==> src/hdl/fpra_pkg.sv <==
// Shared types and constants for the fixed-point RNE ALU.
// No dependencies; imported by every module of the block.
package fpra_pkg;

	typedef enum logic [2:0] {
		OP_MULQ  = 3'd0,
		OP_MULSC = 3'd1,
		OP_DIVQ  = 3'd2,
		OP_LERP  = 3'd3,
		OP_SADD  = 3'd4,
		OP_SSUB  = 3'd5,
		OP_VEL   = 3'd6,
		OP_RSVD  = 3'd7
	} op_t;

	typedef enum logic [1:0] {
		ST_OK   = 2'd0,
		ST_OVF  = 2'd1,
		ST_DIVZ = 2'd2,
		ST_RSVD = 2'd3
	} st_t;

	localparam int QDEPTH    = 4;
	localparam int DIV_STEPS = 32;
	localparam logic [9:0] INV_STEP_RST = 10'd60;
	localparam logic signed [31:0] S32_LO = 32'sh8000_0000;
	localparam logic signed [31:0] S32_HI = 32'sh7FFF_FFFF;

	// classified item, front to back
	typedef struct packed {
		op_t                op;
		logic signed [31:0] a;
		logic signed [31:0] b;
		logic signed [31:0] mx;
		logic signed [31:0] my;
		logic        [31:0] ma;
		logic        [31:0] md;
		logic               neg;
		logic               bz;
	} item_t;

	// one stage of the back end after the product stage
	typedef struct packed {
		logic               v;
		op_t                op;
		logic signed [31:0] res;
		st_t                st;
		logic        [31:0] rem;
		logic        [31:0] quo;
		logic        [31:0] md;
		logic               neg;
	} stage_t;

endpackage

==> src/hdl/fpra_front.sv <==
// Front end: decodes the command and prepares operands for the back end.
// Depends on fpra_pkg.
module fpra_front (
	input  logic [2:0]           command,
	input  logic signed [31:0]   operand_a,
	input  logic signed [31:0]   operand_b,
	input  logic signed [31:0]   operand_c,
	input  logic [9:0]           inv_step,
	output fpra_pkg::item_t      item
);
	import fpra_pkg::*;

	logic signed [31:0] diff;

	assign diff = operand_b - operand_a;

	always_comb begin
		item.op  = op_t'(command);
		item.a   = operand_a;
		item.b   = operand_b;
		item.ma  = operand_a[31] ? 32'(-operand_a) : operand_a;
		item.md  = operand_b[31] ? 32'(-operand_b) : operand_b;
		item.neg = operand_a[31] ^ operand_b[31];
		item.bz  = (operand_b == 32'sd0);
		unique case (op_t'(command))
			OP_LERP: begin
				item.mx = diff;
				item.my = operand_c;
			end
			OP_VEL: begin
				item.mx = operand_a;
				item.my = {22'd0, inv_step};
			end
			default: begin
				item.mx = operand_a;
				item.my = operand_b;
			end
		endcase
	end

endmodule

==> config.mk <==
export PLATFORM = sky130hd
export DESIGN_NAME = fpra_front
export DESIGN_NICKNAME = d
export VERILOG_FILES = /design/src/hdl/fpra_pkg.sv /design/src/hdl/fpra_front.sv
export SDC_FILE = /design/constraint.sdc
export NUM_CORES = 1
export LEC_CHECK = 0
export BUFFER_PORTS_ARGS = -buffer_cell sky130_fd_sc_hd__buf_2
export CORE_AREA = 2 2 117 119
export DETAILED_ROUTE_END_ITERATION = 16
export DIE_AREA = 0 0 119 121
export GPL_TIMING_DRIVEN = 1
export MAX_ROUTING_LAYER = met4
export PLACE_DENSITY = 0.73
export RECOVER_POWER = 25
export SLEW_MARGIN = 15
export SYNTH_ARGS = -nofsm -noshare
export SYNTH_HDL_FRONTEND = slang
export SYNTH_SLANG_ARGS = --single-unit
export TNS_END_PERCENT = 5
==> constraint.sdc <==
create_clock -name vclk -period 5.9
set_clock_uncertainty 0.1 [all_clocks]
set_input_delay 1.18 -clock vclk [all_inputs]
set_output_delay 1.18 -clock vclk [all_outputs]
set_load 0.01 [all_outputs]
### Word level (Yosys, flattened, before mapping)

Cells that the tools add are included.
Widths: inputs -> output; s select.

* reductions and logical operators: 1
* mux-type cells: 3
* eq/ne operators: 2
* add/sub/neg operators: 3
* bitwise operators: 1

Operators with widths (count)
* $pmux 64 s2: 1
* $mux 32: 2
* $neg 32->32: 2
* $logic_not 32->1: 1
* $sub 32x32->32: 1
* $eq 3x2->1 const B: 1
* $eq 3x3->1 const B: 1
* $xor 1x1->1: 1

* bits in registers: 0
* bits of input ports: 109
* word-level logic and storage cells: 10

### Logic depth before layout (Yosys ltp)

Gate-level depths: netlist of run 1.

* depth after elaboration: 2
* mapped depth: 11
* mapped depth without buffers: 11

### Least setup slack after synthesis of run 1

No wires, ideal clock.

* path kind: input port to output port
* from: input port operand_b[0]
* to: output port item[124] (netlist bit)
* data arrival time: 3.383 ns
* setup slack: 1.237 ns
* stages on the path: 11
* path through: inv_1 > ha_1 > fa_1 > nand2b_1 > a21oi_1 > o211ai_1 > and2_1 > o31ai_2 > nand2_2 > o2111a_1 > a221o_1

RTL lines
* from (decl): RTL line fpra_front.sv:6 `input logic signed [31:0] operand_b,`
* to (decl): RTL line fpra_front.sv:9 `output fpra_pkg::item_t item`

==> results of run 1 <==
final cells by class:
cell class | instances | area (µm²) | share of cell area (%)
well taps | 176 | 220 | 4.07
multi-input cells | 495 | 3540 | 65.4
repair buffers | 310 | 1500 | 27.7
inverters | 40 | 150 | 2.78
routing by layer:
layer | global-route usage, % | wire (µm) | share of wire, %
met5 | - | 0 | 0
met2 | 40.2 | 8340 | 49
met4 | 3.35 | 272 | 1.6
met3 | 1.79 | 1160 | 6.8
met1 | 28.0 | 7250 | 43
cell families (layout without fill, tap and decap cells):
| group | count (synthesis) | count (layout) | share of synthesized area [%] |
|---|---|---|---|
| XOR/XNOR | 83 | 83 | 17.0 |
| adder cells (fa/ha/maj) | 35 | 35 | 10.4 |
| buffers and inverters | 131 | 350 | 17.6 |
| AO/OA/AOI/OAI | 189 | 189 | 32.3 |
| multiplexers | 1 | 1 | 0.234 |
| AND/OR/NAND/NOR | 187 | 187 | 22.4 |
per-stage QoR:
step | utilization (%) | setup slack, ps | power, W | hold slack (ps)
CTS | 41.8 | 576 | 0.000565 | 2480
floorplan | - | 1240 | 0.000361 | 2310
global placement | 41.8 | 617 | 0.000559 | 2480
detailed placement | 41.8 | 591 | 0.000562 | 2480
global route | 41.3 | 207 | 0.000612 | 2500
finish | 41.3 | 429 | 0.000557 | 2490
synthesized netlist by cell type (all sizes together) (2+ instances only):
cell	number
a211oi	3
o31ai	19
a21boi	2
xnor2	71
a221oi	2
and3	4
a22oi	10
a221o	4
a22o	22
xor2	12
a21o	12
inv	40
o41ai	11
a31oi	4
or3	7
o2111a	3
o21ai	60
nand3b	2
nor3	9
o21a	3
a21oi	24
or2	3
clkbuf	20
o211ai	2
and2	6
nand2	89
nor4	5
nand2b	9
buf	71
nand4	10
ha	34
nand3	14
or4	2
nor2	24
o21bai	3
worst paths after layout:
kind / depth (start not counted) / slack [ps] / end / from
worst max-delay path: 13 / 430 / item[128] / operand_b[0]
worst min-delay path: 2 / 2490 / item[195] / command[1]
report_power, final:
part           leakage, nW  total [W]  switching, W  internal [W]
logic                 2.68   0.000557      0.000330      0.000227
clock network            0          0             0             0
registers                0          0             0             0
total                 2.68   0.000557      0.000330      0.000227
==> metrics.md, run 1 <==
| Metric | Value |
|---|---|
| Kind of critical path | in2out |
| Slowest stage delay, CP | 390 ps |
| Commonest non-fill, non-tap cell in the layout | buf_2 |
| Synth cell types | 63 |
| Final worst path period share | 92.7% |
| Pleak | 2.68 nW |
| FFs & Latches | 0 |
| Syn Std Cell Area | 0.00428 mm² |
| DIE WIDTH | 119 µm |
| Cells resized by post-CTS repair | 0 |
| DR WL/cell | 16.7 µm |
| Slew @ Worst Pin | 981 ps |
| DRC violations left | 0 |
| Fin nets | 991 |
| Period minus WS final | 5470 ps |
| Critical Path Fanout Max | 7 |
| Post-synth top area share | 14.5% |
| Port Buf Inserts | 306 |
| Die area | 0.0144 mm² |
| Hold Crit Class | in2out |
| Antenna cells | 0 |
| Area delta synth->final | 26.4% |
| Final setup violation count | 0 |
| WL final | 17000 µm |
| Most frequent cells in the layout | 257 x buf_2, 86 x nand2_1, 71 x xnor2_1, 52 x o21ai_0, 49 x clkbuf_1 |
| CP startpoint kind | primary input |
| # IOs | 306 |
| Status | completed |
| Slowest CP cell | fa_1 |
| Starting Density | 32.7% |
| Number of synthesis warnings | 0 |
| Share of layout cells above drive strength 1 | 35.7% |
| Initial antenna violation count | 0 |
| Vias in the first global route | 4696 |
| Syn_area_per_cell | 6.83 µm² |
| Fin. max-slew vios | 0 |
| Number of max-cap violations | 0 |
| Fmax | 0.183 GHz |
| Dominant cells by area after synthesis | xnor2_1 15%, buf_4 12%, ha_1 9.9% |
| Post-CTS setup buffers | 0 |
| Final hold violation count | 0 |
| Max-slew headroom | 34.6% |
| Chip Height | 121 µm |
| Number of nets with antenna violations after routing | 0 |
| DP HPWL | 14000 µm |
| Placed insts | 1021 |
| Clock buffer cells | 0 |
| Top Family by Delay on Critical Path | compound AO/OA/AOI/OAI gates |
| Via-per-instance ratio | 5.20 |
| Post-Syn Instances | 626 |
| Post-synth top area cell | xnor2_1 |
| Syn Nets | 770 |
| Req. time, crit path | 4620 ps |
| Finished Layout Cells | 1021 |
| Placer Congestion | 0.897 |
| Largest net degree at the start of global routing | 58 |
| Seq/Total Area, Yosys | 0% |
| Placed Instance Area | 0.00547 mm² |
| # fillers | 1461 |
| First-pass GRT wire length | 25400 µm |
| WP data arrival | 4190 ps |
| RSZ-0062 raised after global routing | no |
| # rows | 42 |
| Register area | 0 µm² |
| Critical Path, Cell by Cell | clkbuf_1 > inv_1 > ha_1 > fa_1 > nand2b_1 > a21oi_1 > o211ai_1 > and2_1 > o31ai_2 > nand2_2 > o2111a_1 > a221o_1 > buf_2 |
| Total track usage | 22.4% |
| Iter 0 DRT Violations | 267 |
| Pre-Repair DR Iteration Count | 5 |
| Setup tns final | 0 ps |
| Vias | 5314 |
| Buffers & Inverters on Critical Path | 3 |
| CORE AREA | 0.0131 mm² |
| Hold buffers post-CTS | 0 |
| GR Overflow Total | 0 |
| Max VDD drop | 0.0465 mV |
| CP endpoint kind | output port |
| Pwr dens | 103 mW/mm² |
| Post-route cell area | 0.00541 mm² |
Power figures use the tool's default switching activity.
==> run 2: changes to the inputs <==
ABC_AREA = 1   (was unset)
CORE_AREA = 2 2 118 120   (was 2 2 117 119)
DIE_AREA = 0 0 120 122   (was 0 0 119 121)
PLACE_DENSITY = 0.82   (was 0.73)
==> run 2 against run 1 <==
Power is 8.6% higher; final area increased by 22%; global-route usage is 4.5 points higher; maximum frequency up 24%; setup slack improved by 1000 ps; clock-buffer cell count did not move; critical endpoint is now item[126].
==> metrics.md, run 2 <==
| Metric | Value |
|---|---|
| Cells resized by post-CTS repair | 0 (unchanged) |
| Clock buffer cells | 0 (unchanged) |
| CP startpoint kind | primary input |
| Syn_area_per_cell | 5.19 µm² (-24%) |
| Fmax | 0.226 GHz (+24%) |
| Slowest CP cell | fa_1 |
| Hold path cells | 2 (unchanged) |
| Pre-Repair DR Iteration Count | 5 (unchanged) |
| DR WL/cell | 14.1 µm (-15%) |
| Syn Nets | 1200 (+56%) |
| M2 GR Usage | 46.3% (+6.1 points) |
| Largest net degree at the start of global routing | 82 (+41%) |
| Status | completed |
| Dominant cells by area after synthesis | nand2_1 23%, inv_1 11%, buf_4 9.7% |
| Setup tns final | 0 ps (unchanged) |
| Fin nets | 1421 (+43%) |
| Number of synthesis warnings | 0 (unchanged) |
| Final setup violation count | 0 (unchanged) |
| Critical Path Fanout Max | 7 (unchanged) |
| Top Usage Layer GRT | met2 |
| Pwr dens | 91.8 mW/mm² (-11%) |
| Chip Height | 122 µm (+0.83%) |
| Vias in the first global route | 6174 (+31%) |
| Placer Congestion | 0.970 (+8.1%) |
| CP endpoint kind | output port |
| GR Overflow Total | 0 (unchanged) |
| Die area | 0.0146 mm² (+1.7%) |
| Slew @ Worst Pin | 874 ps (-107 ps) |
| Number of nets with antenna violations after routing | 0 (unchanged) |
| Kind of critical path | in2out |
| Req. time, crit path | 4620 ps (about the same) |
| Slowest stage delay, CP | 400 ps (about the same) |
| Area delta synth->final | 20.1% |
| Period minus WS final | 4430 ps (-1050 ps) |
| GR Util met3 | 0.843% (-0.94 points) |
| Antenna cells | 0 (unchanged) |
| Final hold violation count | 0 (unchanged) |
| Fin. max-slew vios | 0 (unchanged) |
| Top Family by Delay on Critical Path | simple AND/OR/NAND/NOR gates |
| WP data arrival | 3150 ps (-1040 ps) |
| Multi-input gate area | 0.00420 mm² (+19%) |
| Port Buf Inserts | 306 (unchanged) |
| Post-Syn Instances | 1056 (+69%) |
| Post-route cell area | 0.00659 mm² (+22%) |
| Vias | 7186 (+35%) |
| DRC violations left | 0 (unchanged) |
| Seq/Total Area, Yosys | 0% (unchanged) |
| Iter 0 DRT Violations | 439 (+64%) |
| Starting Density | 40.6% (+7.9 points) |
| Via-per-instance ratio | 4.94 (-5.1%) |
| Hold buffers post-CTS | 0 (unchanged) |
| Share of layout cells above drive strength 1 | 24.9% (-11 points) |
| Final worst path period share | 75.0% (-18 points) |
| # IOs | 306 (unchanged) |
| Met1 usage | 35.3% (+7.3 points) |
| Most frequent cell after synthesis | nand2_1 |
| Register area | 0 µm² (unchanged) |
| Post-synth top area share | 23.5% (+8.9 points) |
| # rows | 43 (+2.4%) |
| Cell depth of the worst setup path | 13 (unchanged) |
| Buffers & Inverters on Critical Path | 3 (unchanged) |
| DP HPWL | 17600 µm (+26%) |
| Pleak | 3.94 nW (+47%) |
| Post-CTS setup buffers | 0 (unchanged) |
| Commonest non-fill, non-tap cell in the layout | nand2_1 |
| Hold Crit Class | in2out |
| Synth cell types | 43 (-32%) |
| Placed Instance Area | 0.00665 mm² (+22%) |
| Critical Path, Cell by Cell | buf_2 > ha_1 > fa_1 > inv_1 > nand3_1 > nand3_1 > nand3_1 > nand3_1 > nand2_1 > nand3_1 > nand3_1 > nand2_1 > buf_2 |
| Critical Path Most Common Cell | nand3_1 |
| WL final | 20500 µm (+21%) |
| Post-synth top cells | 343 x nand2_1, 167 x inv_1, 86 x nor2_1, 71 x buf_4, 70 x nand3_1 |
| FFs & Latches | 0 (unchanged) |
| DIE WIDTH | 120 µm (+0.84%) |
| Most frequent cells in the layout | 343 x nand2_1, 257 x buf_2, 167 x inv_1, 86 x nor2_1, 70 x nand3_1 |
| Number of max-cap violations | 0 (unchanged) |
| Total track usage | 26.9% (+4.5 points) |
| # fillers | 1519 (+4.0%) |
| Syn Std Cell Area | 0.00549 mm² (+28%) |
| Initial antenna violation count | 0 (unchanged) |
| RSZ-0062 raised after global routing | no |
| Post-synth top area cell | nand2_1 |
| CORE AREA | 0.0135 mm² (+3.2%) |
| Max VDD drop | 0.0602 mV (+29%) |
| First-pass GRT wire length | 31100 µm (+23%) |
| Max-slew headroom | 41.6% (+7.0 points) |
| Hold WS | 2480 ps (-16.5 ps) |
==> run 2: cell count changes in the layout (fill, tap and decap cells not counted), moves of 22 or more <==
| cell | previous run | this run |
|---|---|---|
| nor2_1 | 22 | 86 |
| xor2_1 | 12 | 51 |
| xnor2_1 | 71 | 5 |
| inv_1 | 30 | 167 |
| nand3_1 | 12 | 70 |
| a22o_1 | 22 | 0 |
| nand2_1 | 86 | 343 |
==> run 2: kinds of logic (layout without fill, tap and decap cells) <==
logic type,Yosys count,count (layout),synth area share [%]
xor+xnor,58,58,9.53
buf+inv,269,488,23.4
compound gates,121,121,12.5
fa+ha+maj,35,35,8.12
simple gates,573,573,46.4
==> run 2: final cells by class <==
| cell class | instances | area share [%] |
|---|---|---|
| inverter | 180 | 10.3 |
| tap | 180 | 3.42 |
| timing repair buffer | 308 | 22.6 |
| multi-input combinational | 787 | 63.8 |
==> run 2: power by group <==
group,internal (W),leakage (nW),switching [W]
Clock,0,0,0
Sequential,0,0,0
Combinational,0.000218,3.94,0.000387
==> run 2: per-stage QoR <==
step | setup WS, ps | total power [W] | instances | utilization, %
after floorplan | 2000 | 0.000396 | 1056 | -
after global placement | 1530 | 0.000599 | 1455 | 49.2
after detailed placement | 1500 | 0.000604 | 1455 | 49.2
after CTS | 1500 | 0.000607 | 1455 | 49.2
after global routing | 1230 | 0.000671 | 1455 | 48.8
final | 1470 | 0.000605 | 1455 | 48.8
==> run 2: layer usage <==
metal / wire length, µm / share of wire (%)
met1: 9060 / 44
met2: 9940 / 48
met3: 1140 / 5.5
met4: 399 / 1.9
met5: 0 / 0
==> run 2: path summary, 6_finish.rpt <==
kind                       from         to
setup / recovery   operand_a[0]  item[126]
hold / removal    operand_a[17]  item[179]
